File: src/hdl/sstf_pkg.sv
// ----------------------------------------------------------------------------
// sstf_pkg
// Shared types and constants for the shortest-seek-first request scheduler.
// ----------------------------------------------------------------------------
package sstf_pkg;

    localparam int MAX_REQUESTS_DEF = 16;

    localparam int TRACK_W = 16;
    localparam int INDEX_W = 4;
    localparam int SUM_W   = 20;

    localparam logic OP_LOAD = 1'b0;
    localparam logic OP_RUN  = 1'b1;

    typedef struct packed {
        logic               op;
        logic [TRACK_W-1:0] track;
    } in_t;

    typedef struct packed {
        logic [INDEX_W-1:0] request_index;
        logic [TRACK_W-1:0] from_track;
        logic [TRACK_W-1:0] to_track;
        logic [TRACK_W-1:0] seek_distance;
        logic [SUM_W-1:0]   total_distance;
        logic               last;
    } out_t;

    // commands from the controller to the datapath
    typedef struct packed {
        logic load;
        logic run;
        logic scan_step;
        logic emit;
    } sstf_cmd_t;

    // status from the datapath to the controller
    typedef struct packed {
        logic count_zero;
        logic scan_done;
        logic left_one;
        logic best_found;
    } sstf_stat_t;

endpackage

File: src/hdl/sstf_dp.sv
// ----------------------------------------------------------------------------
// sstf_dp
// Datapath: request track memory, served flags, nearest-request scan and
// the result register.
// ----------------------------------------------------------------------------
module sstf_dp #(
    parameter int MAX_REQUESTS = sstf_pkg::MAX_REQUESTS_DEF
) (
    input  logic               aclk,
    input  logic               aresetn,
    input  sstf_pkg::sstf_cmd_t  cmd,
    input  sstf_pkg::in_t      in_data,
    output sstf_pkg::sstf_stat_t status,
    output sstf_pkg::out_t     out_data
);
    import sstf_pkg::*;

    localparam int CNT_W = $clog2(MAX_REQUESTS + 1);
    localparam int IDX_W = (MAX_REQUESTS > 1) ? $clog2(MAX_REQUESTS) : 1;
    localparam logic [CNT_W-1:0] CNT_MAX = CNT_W'(MAX_REQUESTS);
    localparam logic [CNT_W-1:0] CNT_ONE = CNT_W'(1);

    logic [TRACK_W-1:0]      mem [MAX_REQUESTS];

    logic [CNT_W-1:0]        count_reg;
    logic [CNT_W-1:0]        left_reg;
    logic [CNT_W-1:0]        addr_reg;
    logic [MAX_REQUESTS-1:0] served_reg;
    logic [TRACK_W-1:0]      head_reg;
    logic [SUM_W-1:0]        sum_reg;

    logic [TRACK_W-1:0]      rd_data_reg;
    logic                    cmp_valid_reg;
    logic [IDX_W-1:0]        cmp_idx_reg;

    logic                    best_found_reg;
    logic [IDX_W-1:0]        best_idx_reg;
    logic [TRACK_W-1:0]      best_dist_reg;
    logic [TRACK_W-1:0]      best_track_reg;

    out_t                    out_reg;

    logic                    full;
    logic                    issue;
    logic [TRACK_W-1:0]      cur_dist;
    logic                    take;
    logic [SUM_W:0]          sum_wide;
    logic [SUM_W-1:0]        sum_sat;
    logic [IDX_W+INDEX_W-1:0] idx_wide;

    assign full  = (count_reg == CNT_MAX);
    assign issue = cmd.scan_step && (addr_reg != count_reg);

    assign cur_dist = (rd_data_reg > head_reg) ? (rd_data_reg - head_reg)
                                               : (head_reg - rd_data_reg);

    // strict compare keeps the lowest index on a tie
    assign take = cmd.scan_step && cmp_valid_reg && !served_reg[cmp_idx_reg] &&
                  (!best_found_reg || (cur_dist < best_dist_reg));

    assign sum_wide = {1'b0, sum_reg} + {{(SUM_W+1-TRACK_W){1'b0}}, best_dist_reg};
    assign sum_sat  = sum_wide[SUM_W] ? {SUM_W{1'b1}} : sum_wide[SUM_W-1:0];
    assign idx_wide = {{INDEX_W{1'b0}}, best_idx_reg};

    // request memory, one write port, one registered read port
    always_ff @(posedge aclk) begin
        if (cmd.load && !full) begin
            mem[count_reg[IDX_W-1:0]] <= in_data.track;
        end
        if (issue) begin
            rd_data_reg <= mem[addr_reg[IDX_W-1:0]];
        end
    end

    always_ff @(posedge aclk) begin
        if (!aresetn) begin
            count_reg      <= '0;
            left_reg       <= '0;
            addr_reg       <= '0;
            served_reg     <= '0;
            head_reg       <= '0;
            sum_reg        <= '0;
            cmp_valid_reg  <= 1'b0;
            best_found_reg <= 1'b0;
        end else begin
            if (cmd.load && !full) begin
                count_reg <= count_reg + CNT_ONE;
            end
            if (cmd.run) begin
                head_reg       <= in_data.track;
                sum_reg        <= '0;
                served_reg     <= '0;
                left_reg       <= count_reg;
                addr_reg       <= '0;
                cmp_valid_reg  <= 1'b0;
                best_found_reg <= 1'b0;
            end
            if (cmd.scan_step) begin
                if (issue) begin
                    addr_reg <= addr_reg + CNT_ONE;
                end
                cmp_valid_reg <= issue;
                if (take) begin
                    best_found_reg <= 1'b1;
                end
            end
            if (cmd.emit) begin
                head_reg       <= best_track_reg;
                sum_reg        <= sum_sat;
                left_reg       <= left_reg - CNT_ONE;
                addr_reg       <= '0;
                cmp_valid_reg  <= 1'b0;
                best_found_reg <= 1'b0;
                // end of run drops the stored requests
                if (left_reg == CNT_ONE) begin
                    count_reg  <= '0;
                    served_reg <= '0;
                end else begin
                    served_reg[best_idx_reg] <= 1'b1;
                end
            end
        end
    end

    always_ff @(posedge aclk) begin
        if (issue) begin
            cmp_idx_reg <= addr_reg[IDX_W-1:0];
        end
        if (take) begin
            best_idx_reg   <= cmp_idx_reg;
            best_dist_reg  <= cur_dist;
            best_track_reg <= rd_data_reg;
        end
        if (cmd.emit) begin
            out_reg.request_index  <= idx_wide[INDEX_W-1:0];
            out_reg.from_track     <= head_reg;
            out_reg.to_track       <= best_track_reg;
            out_reg.seek_distance  <= best_dist_reg;
            out_reg.total_distance <= sum_sat;
            out_reg.last           <= (left_reg == CNT_ONE);
        end
    end

    assign status.count_zero = (count_reg == '0);
    assign status.scan_done  = (addr_reg == count_reg) && !cmp_valid_reg;
    assign status.left_one   = (left_reg == CNT_ONE);
    assign status.best_found = best_found_reg;

    assign out_data = out_reg;

endmodule

File: src/hdl/sstf_ctrl.sv
// ----------------------------------------------------------------------------
// sstf_ctrl
// Controller: input handshake, scan sequencing and result valid flag.
// ----------------------------------------------------------------------------
module sstf_ctrl (
    input  logic                 aclk,
    input  logic                 aresetn,
    input  logic                 s_valid,
    input  logic                 s_op,
    input  logic                 m_ready,
    input  sstf_pkg::sstf_stat_t status,
    output logic                 s_ready,
    output logic                 m_valid,
    output sstf_pkg::sstf_cmd_t  cmd
);
    import sstf_pkg::*;

    localparam logic [1:0] ST_IDLE = 2'd0;
    localparam logic [1:0] ST_SCAN = 2'd1;
    localparam logic [1:0] ST_EMIT = 2'd2;

    logic [1:0] state_reg;
    logic [1:0] state_next;
    logic       m_valid_reg;
    logic       m_valid_next;
    logic       accept;
    logic       out_free;

    assign s_ready  = (state_reg == ST_IDLE);
    assign accept   = s_valid && s_ready;
    assign out_free = !m_valid_reg || m_ready;

    assign cmd.load      = accept && (s_op == OP_LOAD);
    assign cmd.run       = accept && (s_op == OP_RUN);
    assign cmd.scan_step = (state_reg == ST_SCAN) && !status.scan_done;
    assign cmd.emit      = (state_reg == ST_EMIT) && out_free;

    always_comb begin
        state_next = state_reg;
        unique case (state_reg)
            ST_IDLE: begin
                if (cmd.run && !status.count_zero) begin
                    state_next = ST_SCAN;
                end
            end
            ST_SCAN: begin
                if (status.scan_done) begin
                    state_next = ST_EMIT;
                end
            end
            ST_EMIT: begin
                if (out_free) begin
                    state_next = status.left_one ? ST_IDLE : ST_SCAN;
                end
            end
            default: begin
                state_next = ST_IDLE;
            end
        endcase
    end

    always_comb begin
        m_valid_next = m_valid_reg;
        if (cmd.emit) begin
            m_valid_next = 1'b1;
        end else if (m_ready) begin
            m_valid_next = 1'b0;
        end
    end

    always_ff @(posedge aclk) begin
        if (!aresetn) begin
            state_reg   <= ST_IDLE;
            m_valid_reg <= 1'b0;
        end else begin
            state_reg   <= state_next;
            m_valid_reg <= m_valid_next;
        end
    end

    assign m_valid = m_valid_reg;

endmodule

File: src/hdl/shortest_seek_first_scheduler.sv
// ----------------------------------------------------------------------------
// shortest_seek_first_scheduler
// Stores request tracks and, on a run request, serves them nearest first
// from the given head track, one result per stored request.
//
//   channel  dir  handshake          payload
//   s_       in   s_valid / s_ready  in_t  (op, track)
//   m_       out  m_valid / m_ready  out_t (index, tracks, distances, last)
//
// a run with n stored requests does n selections; each selection scans all n
// entries through the single memory read port, then registers the result.
// the next selection scans while a result waits; it stalls only when a new
// result is ready and the previous one is still not taken.
// no input is taken during a run. reset needs no clearing pass.
// ----------------------------------------------------------------------------
module shortest_seek_first_scheduler #(
    parameter int MAX_REQUESTS = sstf_pkg::MAX_REQUESTS_DEF
) (
    input  logic           aclk,
    input  logic           aresetn,
    input  logic           s_valid,
    output logic           s_ready,
    input  sstf_pkg::in_t  s_data,
    output logic           m_valid,
    input  logic           m_ready,
    output sstf_pkg::out_t m_data
);
    import sstf_pkg::*;

    sstf_cmd_t  cmd;
    sstf_stat_t status;

    sstf_ctrl u_ctrl (
        .aclk    (aclk),
        .aresetn (aresetn),
        .s_valid (s_valid),
        .s_op    (s_data.op),
        .m_ready (m_ready),
        .status  (status),
        .s_ready (s_ready),
        .m_valid (m_valid),
        .cmd     (cmd)
    );

    sstf_dp #(
        .MAX_REQUESTS (MAX_REQUESTS)
    ) u_dp (
        .aclk     (aclk),
        .aresetn  (aresetn),
        .cmd      (cmd),
        .in_data  (s_data),
        .status   (status),
        .out_data (m_data)
    );

    // a new result never overwrites one that is still waiting
    a_no_overwrite: assert property (@(posedge aclk) disable iff (!aresetn)
        cmd.emit |-> (!m_valid || m_ready))
        else $error("result register overwritten");

    // every emit follows a scan that found an unserved request
    a_emit_found: assert property (@(posedge aclk) disable iff (!aresetn)
        cmd.emit |-> status.best_found)
        else $error("emit without a selected request");

    // after the final result the block takes requests again
    a_idle_after_last: assert property (@(posedge aclk) disable iff (!aresetn)
        (cmd.emit && status.left_one) |=> (s_ready && status.count_zero))
        else $error("not idle after the last result");

    // scan and emit never overlap a new request
    a_busy_no_accept: assert property (@(posedge aclk) disable iff (!aresetn)
        (cmd.scan_step || cmd.emit) |-> !s_ready)
        else $error("request accepted during a run");

endmodule
File: config.mk
export PLATFORM = sky130hd
export DESIGN_NAME = shortest_seek_first_scheduler
export DESIGN_NICKNAME = d
export VERILOG_FILES = /design/src/hdl/sstf_pkg.sv /design/src/hdl/sstf_dp.sv /design/src/hdl/sstf_ctrl.sv /design/src/hdl/shortest_seek_first_scheduler.sv
export SDC_FILE = /design/constraint.sdc
export NUM_CORES = 1
export LEC_CHECK = 0
export BUFFER_PORTS_ARGS = -buffer_cell sky130_fd_sc_hd__buf_2
export CORE_ASPECT_RATIO = 0.75
export CORE_UTILIZATION = 45
export DETAILED_ROUTE_END_ITERATION = 8
export PLACE_DENSITY_LB_ADDON = 0.05
export SLEW_MARGIN = 20
export SYNTH_ARGS = -nofsm -noshare
export SYNTH_HDL_FRONTEND = slang
export SYNTH_SLANG_ARGS = --single-unit
export TNS_END_PERCENT = 20
File: constraint.sdc
create_clock -name aclk -period 8.08 [get_ports aclk]
set_clock_uncertainty 0.2 [all_clocks]
set_input_delay 1.212 -clock aclk [delete_from_list [all_inputs] [get_ports aclk]]
set_output_delay 1.212 -clock aclk [all_outputs]
set_load 0.02 [all_outputs]
==> impl_summary.md, run 1 <==
Status
The flow ran to the end, and the final reports show no timing, DRC or antenna violations.

STA
The count of endpoints failing hold in the final timing report was 0. The worst path needs 5.48 ns of the cycle, external delays included. After routing, the total negative slack on setup checks comes to 0 ns. The peak clock frequency supported by timing is 183 MHz. The final clock period utilization by the worst path is 67.8%. Setup violations remaining at the end of the flow were counted as 0. Setup repair after global routing left no endpoint under its margin.

The count of final max-slew check failures was 0. Measured against its own limit, the worst slew margin works out to 33.8%. The slew at the pin closest to its max-slew limit is 0.992 ns.

Clock tree
After clock tree synthesis, the clock-pin slew on the worst setup and hold paths is 0.06 ns. The count of H-tree levels built during CTS is 2. The worst-case clock buffer depth is 3. Buffers inserted to repair hold after CTS numbered 0. After clock tree synthesis, the setup repair step added 0 buffers.

The TritonCTS buffer count is 46. The number of gates given a new drive strength after cts is 0. The clock insertion delay at the later pin of the skew report is 0.56 ns.

The cell at the root of the clock tree is sky130_fd_sc_hd__clkbuf_16. TritonCTS built the clock tree. The tree built by TritonCTS fans out to around 460 sinks.

Power
The share of power burned in registers is 53.6%. Net switching is a little over a fifth of the power. The switching power summed over all nets is ~1.0 mW.

The cell-internal power is about 3.8 mW. The leakage power is 7.89 nW. The overall power is 4.82 mW. The part of the total power dissipated in the clock network is roughly two fifths.

The relative contribution of combinational cells to total power is between 4 and 5%. Across the VDD grid, the largest voltage drop is approximately 0.14 mV. The power density over the cells is between 200 and 250 nW/µm².

Place
The HPWL after detailed placement is 29500 µm. The routability-driven placement congestion ratio is ~0.9. The post-placement cell count is 1899. The number of buffers inserted by port buffering is 95.

Global routing
Summed over all layers, the global routing overflow is 0. Entering global routing, the biggest net connects 64 pins. The wire length of the first global-routing pass is roughly 70000 µm.

The via count of the first global-routing pass is 10876. The number of antenna violations at the first check in global routing came to 0. The overall global routing resource usage is 21.0%.

Logic synthesis
The share of synthesized area occupied by flip-flops and latches is 66.0%. The synthesized design spends more area on one cell type than any other, namely sky130_fd_sc_hd__edfxtp_1. The most common cell in the synthesized netlist is sky130_fd_sc_hd__edfxtp_1. The area of the mapped netlist is 19700 µm². The top cell type by area accounts for between 50% and 60% of the synthesized area. The number of instances in the synthesized netlist is 1269. The number of warnings printed during yosys synthesis is 0.

Synthesis instantiated 67 different standard cells from the library. The number of enable-type register cells in the synthesized netlist is 385. The share of synthesized flip-flops with an asynchronous set or reset is 0%.

Ranked by total cell area, the synthesized netlist is headed by sky130_fd_sc_hd__edfxtp_1, sky130_fd_sc_hd__mux4_2, sky130_fd_sc_hd__dfxtp_1. The number of synthesized register bits is 457. The post-synthesis average cell area is 15.5 µm². Counting instances in the post-synthesis netlist gives the leading cell types as sky130_fd_sc_hd__edfxtp_1, sky130_fd_sc_hd__mux4_2, sky130_fd_sc_hd__dfxtp_1, sky130_fd_sc_hd__inv_1, sky130_fd_sc_hd__ha_1. The number of nets in the synthesized netlist is roughly 1400. The most instantiated flip-flop cell in the synthesis netlist is sky130_fd_sc_hd__edfxtp_1.

Drt
The detailed-route wire length is 46200 µm. The total via count in the routed design is 11242. Dividing the detail-routed wire length by the instance count gives 23.3 µm. In the routed layout, each cell is associated on average with a via count of about 5.7. Once detail routing completed, the nets flagged for antenna violations numbered 0.

The top routing layer in use is met4. The number of iterations in the first detailed-routing pass is 7. The sum of met2 wire segment lengths after detailed routing is 20000 µm. In the routed design, unresolved DRC markers number 0. In the detailed route, the total length drawn on met3 is 2330 µm. For this block, wires on met1 add up to about 23000 µm.

In this run, the number of DRC markers left after iteration 0 of detailed routing was 904.

Final layout
The number of cells in the finished layout apart from fillers is just under 2000. The fraction of the core area covered by cells at the end of the flow is 52.3%. Of the cells placed in the final design, the portion with a size suffix greater than 1 is 21.7%.

From synthesis to final layout, the design area changed by 13.1%. In the final design database the tool counted roughly 1500 nets. 0 antenna diodes ended up in the layout. The register with the most flip-flops in the layout has 256 of them.

Die
The horizontal die dimension is between 200 and 250 µm. The placeable core region is 42600 µm². The floorplan has between 60 and 70 rows. The die area is about 45000 µm². During I/O placement, the number of pins put on the boundary was 96. The effective utilization at floorplan is 46.2%. The die boundary height is 183 µm.

Critical path
For the worst setup path, the data arrival time is 5.50 ns. The critical path capture point type is a flop. The number of cells on the worst reg-to-reg path is 17. The endpoint of the lowest-slack register-to-register path is u_dp.best_dist_reg[12]$_DFFE_PP_. The worst setup path is launched from a flop. The slowest stage of the critical path is the sky130_fd_sc_hd__a21oi_4 cell. Broken down by cell family, the worst path's largest delay share belongs to compound AO/OA/AOI/OAI gates. The maximum net fanout on the critical path is 20. The critical path goes through inv_1 -> ha_1 -> nand2_1 -> o21ai_0 -> nand3_1 -> a21oi_4 -> mux2i_1 -> a21oi_1 -> xnor2_1 -> ha_1 -> a21o_1 -> a21oi_1 -> nor2b_1 -> o21ai_0 -> nand2_1 -> a31oi_4 -> buf_4.

The startpoint identified for the worst register-to-register timing path is u_dp.rd_data_reg[7]$_DFFE_PP_. The number of buffers and inverters on the critical path is 2. Data on the critical path is required at its endpoint by 8.10 ns. The delay of the slowest cell on the worst path is approximately 0.65 ns. The critical path in this run is classified as reg -> reg. The slack of the worst reg-to-reg path is roughly 2.6 ns.

Hold path
The worst min-delay path endpoint is u_dp.out_data[68]$_DFFE_PP_. In this run the worst hold path is classified as reg -> reg. The worst hold path begins at u_dp.head_reg[15]$_SDFFE_PN0P_. The worst hold path depth is 0.

Job
The max-capacitance violation count is 0.
==> cells in the final DEF, fill, tap and decap left out, types with 22 or more instances in the layout <==
master,Yosys,routed
sky130_fd_sc_hd__clkbuf_16,0,47
sky130_fd_sc_hd__o21ai_0,30,29
sky130_fd_sc_hd__edfxtp_1,385,385
sky130_fd_sc_hd__inv_1,71,70
sky130_fd_sc_hd__mux4_2,81,81
sky130_fd_sc_hd__ha_1,69,69
sky130_fd_sc_hd__dfxtp_1,72,70
sky130_fd_sc_hd__o211ai_1,22,22
sky130_fd_sc_hd__xnor2_1,24,24
sky130_fd_sc_hd__nor2_1,62,56
sky130_fd_sc_hd__buf_2,21,95
sky130_fd_sc_hd__buf_4,1,27
sky130_fd_sc_hd__a21oi_1,52,52
sky130_fd_sc_hd__nand2_1,66,66
==> layout make-up <==
| type | instances | area (µm²) |
|---|---|---|
| Clock buffer | 65 | 1250 |
| Fill cell | 3590 | 20300 |
| Inverter | 71 | 268 |
| Clock inverter | 19 | 140 |
| Timing Repair Buffer | 122 | 678 |
| Tap cell | 569 | 712 |
| Sequential cell | 457 | 13000 |
| Multi-Input combinational cell | 680 | 6220 |
==> metal layers <==
layer / up-vias / GRT usage (%)
li1: 5142 / -
met1: 5729 / 33.3
met2: 311 / 30.6
met3: 60 / 2.99
met4: 0 / 4.48
met5: - / 0
==> kinds of logic after synthesis <==
kind of cell	Yosys count	synth area share, %
XOR/XNOR	36	1.60
flip-flops	457	66.0
AND/OR/NAND/NOR	229	5.58
multiplexers	100	10.6
AO/OA/AOI/OAI	243	8.74
buffers and inverters	132	2.78
adder cells (fa/ha/maj)	72	4.69
==> worst reg2reg max path, cell delays in order (launching register included) <==
cell and delay, ns:
sky130_fd_sc_hd__edfxtp_1 0.36, sky130_fd_sc_hd__inv_1 0.05, sky130_fd_sc_hd__ha_1 0.47, sky130_fd_sc_hd__nand2_1 0.17, sky130_fd_sc_hd__o21ai_0 0.31, sky130_fd_sc_hd__nand3_1 0.17, sky130_fd_sc_hd__a21oi_4 0.65, sky130_fd_sc_hd__mux2i_1 0.44
sky130_fd_sc_hd__a21oi_1 0.13, sky130_fd_sc_hd__xnor2_1 0.23, sky130_fd_sc_hd__ha_1 0.28, sky130_fd_sc_hd__a21o_1 0.18, sky130_fd_sc_hd__a21oi_1 0.13, sky130_fd_sc_hd__nor2b_1 0.05, sky130_fd_sc_hd__o21ai_0 0.14, sky130_fd_sc_hd__nand2_1 0.12
sky130_fd_sc_hd__a31oi_4 0.62, sky130_fd_sc_hd__buf_4 0.43
==> stage by stage <==
stage               hold slack (ns)  setup slack (ns)  area (µm²)
CTS                           0.236              2.32       22300
finish                        0.237              2.60       22300
floorplan                     0.208              2.25       19700
detailed placement            0.217              2.33       20900
global route                  0.246              2.22       22300
global placement              0.215              2.54       20900
==> worst max-delay path by stage <==
stage / from / endpoint / slack [ns] / cells past startpoint
floorplan: u_dp.rd_data_reg[0]$_DFFE_PP_ / u_dp.best_dist_reg[0]$_DFFE_PP_ / 2.25 / 19
global placement: u_dp.rd_data_reg[11]$_DFFE_PP_ / u_dp.best_track_reg[13]$_DFFE_PP_ / 2.54 / 17
detailed placement: u_dp.rd_data_reg[11]$_DFFE_PP_ / u_dp.best_track_reg[15]$_DFFE_PP_ / 2.33 / 17
CTS: u_dp.rd_data_reg[11]$_DFFE_PP_ / u_dp.best_idx_reg[0]$_DFFE_PP_ / 2.32 / 17
global route: u_dp.rd_data_reg[7]$_DFFE_PP_ / u_dp.best_idx_reg[0]$_DFFE_PP_ / 2.22 / 17
finish: u_dp.rd_data_reg[7]$_DFFE_PP_ / u_dp.best_dist_reg[12]$_DFFE_PP_ / 2.60 / 17
==> power by group through the flow <==
stage,clock network (mW),logic [mW],registers [mW]
6_report,2.00,0.233,2.58
5_1_grt,2.15,0.258,2.58
4_1_cts,2.05,0.233,2.58
3_5_place_dp,0,0.232,2.63
2_1_floorplan,0,0.146,2.63
3_3_place_gp,0,0.231,2.63
(Power assumes the default switching activity.)
==> run 2, diff against run 1 <==
clock period = 4.73 ns   (was 8.08 ns; I/O delays follow)
==> impl_summary.md, run 2 (same netlist as run 1, synthesis figures left out) <==
Clock tree
Clock tree synthesis selected as its root buffer the cell sky130_fd_sc_hd__clkbuf_16. The sink count of the clock tree is 457. The clock insertion delay at the later pin of the skew report is 0.56 ns. The clock passes through at most 3 buffers. TritonCTS built the clock tree. The count of H-tree levels built during CTS is 2. The clock edge transition at the registers on the reported setup and hold paths is 0.06 ns. For this design, the CTS-stage hold fixing added 0 buffers. The TritonCTS buffer count is 46.

Global routing
The via count of the first global-routing pass is 11192. The total congestion overflow after global routing is 0. The number of antenna violations at the first check in global routing was 1.

The wire length of the first global-routing pass is 71300 µm. Global routing used 21.4% of the available tracks across all layers. Entering global routing, the biggest net connects 54 pins.

Power
Power spread over the standard cell area amounts to 370 nW/µm². VDD sags by at most 0.299 mV. The leakage power is 8.09 nW.

Drt
The number of design rule violations left after detail routing is 0. The number of iterations in the first detailed-routing pass is 6. The number of DRC markers in iteration 0 is 892. Dividing the detail-routed via count by the number of cells gives roughly 5.6.

After detailed routing, the total wire length is 47400 µm. Dividing the detail-routed wire length by the instance count gives 23.6 µm. The post-detailed-route count of antenna-violating nets is 0. Across all layers, the routed design uses 11343 vias.

Final layout
The final cell area excluding filler cells is 22600 µm². The area growth from synthesis to layout is 14.8%. The fraction of the core area covered by cells at the end of the flow is 53.1%. The top cell types in the final layout, fill and taps aside, are sky130_fd_sc_hd__edfxtp_1, sky130_fd_sc_hd__buf_2, sky130_fd_sc_hd__mux4_2, sky130_fd_sc_hd__inv_1, sky130_fd_sc_hd__dfxtp_1. The fraction of final layout cells sized beyond drive strength 1 is 24.0%.

The flip-flop count of the largest register, all copies and words added is 256. The number of antenna diodes is 0. The number of cells in the finished layout apart from fillers is 2008.

In the final design database the tool counted 1496 nets. The filler cells instantiated in the layout total 3604. The commonest non-fill, non-tap cell in the layout is sky130_fd_sc_hd__edfxtp_1.

Place
The detailed placement HPWL is 30000 µm. Input and output buffers added on the ports amount to 95. The pre-CTS worst setup slack is a little under 0.03 ns.

The total cell area at the placement stage is 21000 µm². The post-placement cell count is 1917. At the end of routability-driven placement, the weighted congestion stood at 0.848.

Critical path
The critical path is of the reg -> reg type. The delay of the slowest cell on the worst path is 0.48 ns. The worst-path cell with the longest stage delay is sky130_fd_sc_hd__a2111oi_2.

Following the worst setup path forward leads to its endpoint at u_dp.best_track_reg[10]$_DFFE_PP_. The critical path capture point type is a flop. The setup check on the worst reg-to-reg path leaves a slack of 0.22 ns. For the worst setup path, the data arrival time is 4.56 ns. The critical path starts at u_dp.rd_data_reg[7]$_DFFE_PP_. The depth of the critical timing path with buffers and inverters included is 20. The kind of cell with the highest combined delay along the critical path is compound AO/OA/AOI/OAI gates. In this run the critical register-to-register path is captured at u_dp.best_track_reg[10]$_DFFE_PP_. At the worst endpoint, the required time is 4.79 ns. The critical path goes through inv_1 -> ha_1 -> a2111oi_2 -> o21ai_2 -> nand3_1 -> a21oi_4 -> buf_12 -> buf_4 -> a211oi_1 -> a21oi_1 -> xor2_1 -> ha_1 -> a21o_1 -> a21o_1 -> a21oi_1 -> o21a_1 -> o21ai_1 -> a31oi_4 -> buf_4 -> buf_12. The maximum net fanout on the critical path is 13. In this run the critical register-to-register path is launched from u_dp.rd_data_reg[7]$_DFFE_PP_. The number of buffers and inverters on the critical path is 5. The kind of launch point of the worst setup path is a flop. The number of cells on the worst reg-to-reg path is 20.

Job
Across the run, the number of max-cap violations was 0.

STA
Setup slack on the critical path of the routed design comes to roughly 0.22 ns. The minimum clock period after layout is 4.51 ns. The worst relative slew slack is 28.4%. Derived from the worst setup path, the maximum achievable clock frequency is between 200 and 250 MHz. The count of endpoints failing hold in the final timing report is 0. The count of final max-slew check failures was 0. Final hold analysis gives a worst-case slack of 0.227 ns.

The final clock period utilization by the worst path is 95.3%. Setup violations remaining at the end of the flow were counted as 0. For the pin with the worst max-slew slack, the measured transition is 1.07 ns.

Die
In this run the horizontal extent of the chip is 244 µm. After floorplanning, the core was sized to cover 42600 µm². The floorplan has 65 rows. For this design the top-level I/O count stands at 96. The initial utilization of the core area, before any placement, comes to approximately 46%.

The floorplan step defined a die boundary enclosing approximately 45000 µm². The die is ~180 µm tall.

Hold path
The tightest min-delay check is of the reg -> reg type. Along the worst hold path, the cell count comes to 0.

Status
The run finished with clean final reports.
## run 2: cell count changes in the layout (fill, tap and decap cells not counted), moves of 2 or more
cell,delta
sky130_fd_sc_hd__buf_4,+19
sky130_fd_sc_hd__buf_12,+3
sky130_fd_sc_hd__clkinv_8,-2
sky130_fd_sc_hd__clkinvlp_4,-2
sky130_fd_sc_hd__clkbuf_1,-8
sky130_fd_sc_hd__buf_6,+2
sky130_fd_sc_hd__inv_6,+2
sky130_fd_sc_hd__bufinv_16,+2
sky130_fd_sc_hd__clkinv_2,+7
## run 2: where the power goes
part | internal [mW] | total, mW | switching (mW)
Combinational | 0.157 | 0.419 | 0.262
Clock | 1.99 | 3.53 | 1.54
Sequential | 4.39 | 4.41 | 0.0212
Total | 6.54 | 8.36 | 1.82
## run 2: stage by stage
step	setup TNS, ns	power, mW
3_3_place_gp	0	4.90
5_1_grt	-1.37	8.65
4_1_cts	0	8.43
6_report	0	8.36
3_5_place_dp	0	4.91
2_1_floorplan	0	4.75
## run 2: area by class of cell
cell class / count / area, µm² / area share, %
Clock buffer: 56 / 1210 / 5.35
Tap cell: 569 / 712 / 3.15
Clock inverter: 28 / 229 / 1.01
Timing Repair Buffer: 147 / 928 / 4.11
Multi-Input combinational cell: 680 / 6260 / 27.7
Inverter: 71 / 268 / 1.18
Sequential cell: 457 / 13000 / 57.5
## run 2: how the worst min path moves through the flow
stage	from	end	slack [ns]
2_1_floorplan	u_dp.head_reg[15]$_SDFFE_PN0P_	u_dp.out_data[68]$_DFFE_PP_	0.21
3_3_place_gp	u_dp.head_reg[15]$_SDFFE_PN0P_	u_dp.out_data[68]$_DFFE_PP_	0.22
3_5_place_dp	u_dp.head_reg[15]$_SDFFE_PN0P_	u_dp.out_data[68]$_DFFE_PP_	0.23
4_1_cts	u_dp.head_reg[15]$_SDFFE_PN0P_	u_dp.out_data[68]$_DFFE_PP_	0.23
5_1_grt	u_dp.head_reg[15]$_SDFFE_PN0P_	u_dp.out_data[68]$_DFFE_PP_	0.24
6_report	u_dp.head_reg[15]$_SDFFE_PN0P_	u_dp.out_data[68]$_DFFE_PP_	0.23
## run 2: repair_timing
action,CTS,global route
buffers inserted,0,5
resized for setup,0,12
setup endpoints to repair,0,36
## run 2: routing by layer
layer	global-route usage (%)	routed length, µm
met1	34.4	23800
met2	30.5	20400
met3	3.06	2290
met4	4.95	905
met5	0	0
==> run 3, diff against run 2 <==
==> constraint.sdc (replaced) <==
create_clock -name aclk -period 4.73 [get_ports aclk]
set_clock_uncertainty 0.2 [all_clocks]
set_input_delay 0.473 -clock aclk [delete_from_list [all_inputs] [get_ports aclk]]
set_output_delay 0.473 -clock aclk [all_outputs]
set_load 0.02 [all_outputs]
==> impl_summary.md, run 3 (same netlist as run 1, synthesis figures left out) <==
Place
The detailed placement HPWL is 30100 µm. Before CTS, the worst setup slack after placement is 0.0775 ns. The number of buffers inserted by port buffering is 95. After detailed placement, the design holds a cell count of 1914. The routability-driven placement congestion ratio is 0.859.

Final layout
The number of cells in the finished layout apart from fillers is roughly 2000. The flip-flop count of the largest register, all copies and words added is 256. From synthesis to final layout, the design area changed by 15.4%. The number of antenna diodes is 0.

In the layout the commonest cells are sky130_fd_sc_hd__edfxtp_1, sky130_fd_sc_hd__buf_2, sky130_fd_sc_hd__mux4_2, sky130_fd_sc_hd__inv_1, sky130_fd_sc_hd__dfxtp_1. The library cell used most frequently in the layout, excluding fill and tap cells, is sky130_fd_sc_hd__edfxtp_1. Cells with a size suffix above 1 make up 24.1% of the layout. The count of nets after finishing is 1493.

Clock tree
The count of H-tree levels built during CTS is 2. The TritonCTS buffer count is 46. The sink count of the clock tree is 457. The clock edge transition at the registers on the reported setup and hold paths is 0.06 ns. The cell at the root of the clock tree is sky130_fd_sc_hd__clkbuf_16.

The worst-case clock buffer depth is 3. TritonCTS built the clock tree. The clock insertion delay at the later pin of the skew report is about 0.57 ns.

Power
Overall power consumption after layout is estimated at about 8.6 mW. The power density over the cells is 380 nW/µm². The largest vdd supply drop is 0.309 mV. The leakage power is 8.11 nW.

STA
Setup slack closes at 0.250 ns. The count of endpoints failing hold in the final timing report is 0. Static timing analysis puts the maximum clock frequency at about 220 MHz. For the pin with the worst max-slew slack, the measured transition is between 0.9 and 1 ns.

The worst relative slew slack is 37.8%. The minimum clock period after layout is 4.48 ns. The final setup violation count is 0. The count of final max-slew check failures is 0. Dividing the final minimum period by the clock period gives 94.7%.

Global routing
Entering global routing, the biggest net connects 58 pins. The via count of the first global-routing pass was 11053. The wire length of the first global-routing pass is 70900 µm. The number of antenna violations at the first check in global routing is 0. Global routing used 21.4% of the available tracks. The total congestion overflow after global routing is 0.

Die
The placeable core region is 42600 µm². The row count is 65. The horizontal die dimension is 244 µm. From bottom edge to top edge, the die measures 183 µm. The effective utilization at floorplan is 46.2%.

The die covers 44600 µm². The I/O pin count is 96.

Hold path
The type of the most critical hold path is in -> reg.

Drt
Summed over all layers, the routed wires come to roughly 47000 µm. The routed layout has 11309 vias. After the first detailed-routing iteration, the DRC count stood at 953. The number of design rule violations left after detail routing is 0. The number of vias per cell after detailed routing is 5.63.

After detailed routing, the average wire length per cell comes to 23.5 µm. The first detailed-routing pass took 5 iterations. The detail route stage leaves a number of antenna-violating nets equal to 0.

Critical path
The maximum net fanout on the critical path is 17. Data arrives at the worst endpoint at about 4.6 ns. The type of the worst setup path is reg -> reg.

The required time at the worst-slack endpoint is 4.81 ns. STA classifies the critical path endpoint as a flop. The worst setup path is launched from a flop.

Job
The tool flagged a number of max-cap violations equal to 0.

Status
The run finished with clean final reports.
## run 3: cell types whose count changed in the layout (fill, tap and decap cells not counted), moves of 3 or more
cell                        previous run  this run
sky130_fd_sc_hd__clkinv_2             16         9
sky130_fd_sc_hd__buf_4                46        41
sky130_fd_sc_hd__clkbuf_8              0         5
sky130_fd_sc_hd__clkbuf_1              9         5
sky130_fd_sc_hd__bufinv_16             3         6
## run 3: metrics by stage
stage	utilization, %	cell area (µm²)	setup TNS (ns)	hold slack [ns]
floorplan	-	19700	0	0.208
global placement	49.4	21000	0	0.226
detailed placement	49.4	21000	0	0.225
CTS	53.1	22600	0	0.0669
global route	53.4	22700	-0.144	0.0880
finish	53.4	22700	0	0.0903
## run 3: worst paths after layout
path / startpoint / endpoint / slack [ns] / cells past startpoint
setup / recovery: u_dp.rd_data_reg[13]$_DFFE_PP_ / u_dp.best_track_reg[8]$_DFFE_PP_ / 0.25 / 19
hold / removal: s_data[2] / u_dp.mem[0][2]$_DFFE_PP_ / 0.09 / 1
setup reg to reg: u_dp.rd_data_reg[13]$_DFFE_PP_ / u_dp.best_track_reg[8]$_DFFE_PP_ / 0.25 / 19
hold reg to reg: u_dp.head_reg[15]$_SDFFE_PN0P_ / u_dp.out_data[68]$_DFFE_PP_ / 0.24 / 0
## run 3: where the power goes
| group | switching [mW] | leakage (nW) | internal [mW] |
|---|---|---|---|
| clock network | 1.57 | 0.777 | 2.23 |
| logic | 0.259 | 3.29 | 0.154 |
| registers | 0.0211 | 4.04 | 4.39 |
## run 3: metal layers
metal  share of wire (%)  global-route usage [%]
met1                  50                    34.1
met2                  42                    30.5
met3                 5.9                    3.15
met4                 2.2                    5.45
met5                   0                       0
## run 3: cell type report
| cell class | count | area (µm²) |
|---|---|---|
| tap | 569 | 712 |
| clock buffer | 57 | 1260 |
| clock inverter | 29 | 324 |
| inverter | 71 | 268 |
| fill | 3534 | 19900 |
| multi-input combinational | 681 | 6250 |
| sequential | 457 | 13000 |
| timing repair buffer | 143 | 920 |
## run 3: repair_timing
item,CTS,global route
resized for setup,0,8
hold buffers,0,0
hold endpoints to repair,0,0
setup endpoints to repair,0,36
buffers inserted,0,4
## run 3: critical path, cell delays in order, from the launching register on
cell and delay (ns):
sky130_fd_sc_hd__edfxtp_1 0.39, sky130_fd_sc_hd__inv_1 0.06, sky130_fd_sc_hd__ha_1 0.33, sky130_fd_sc_hd__a211o_1 0.27, sky130_fd_sc_hd__a21oi_1 0.27, sky130_fd_sc_hd__a21boi_2 0.38
sky130_fd_sc_hd__a21oi_4 0.15, sky130_fd_sc_hd__buf_4 0.18, sky130_fd_sc_hd__a211oi_1 0.21, sky130_fd_sc_hd__a21oi_1 0.08, sky130_fd_sc_hd__xor2_1 0.17, sky130_fd_sc_hd__ha_1 0.20
sky130_fd_sc_hd__a21o_1 0.17, sky130_fd_sc_hd__a21o_1 0.16, sky130_fd_sc_hd__a21oi_1 0.15, sky130_fd_sc_hd__o21a_1 0.17, sky130_fd_sc_hd__o21ai_1 0.12, sky130_fd_sc_hd__a31oi_4 0.23
sky130_fd_sc_hd__buf_12 0.14, sky130_fd_sc_hd__buf_12 0.15
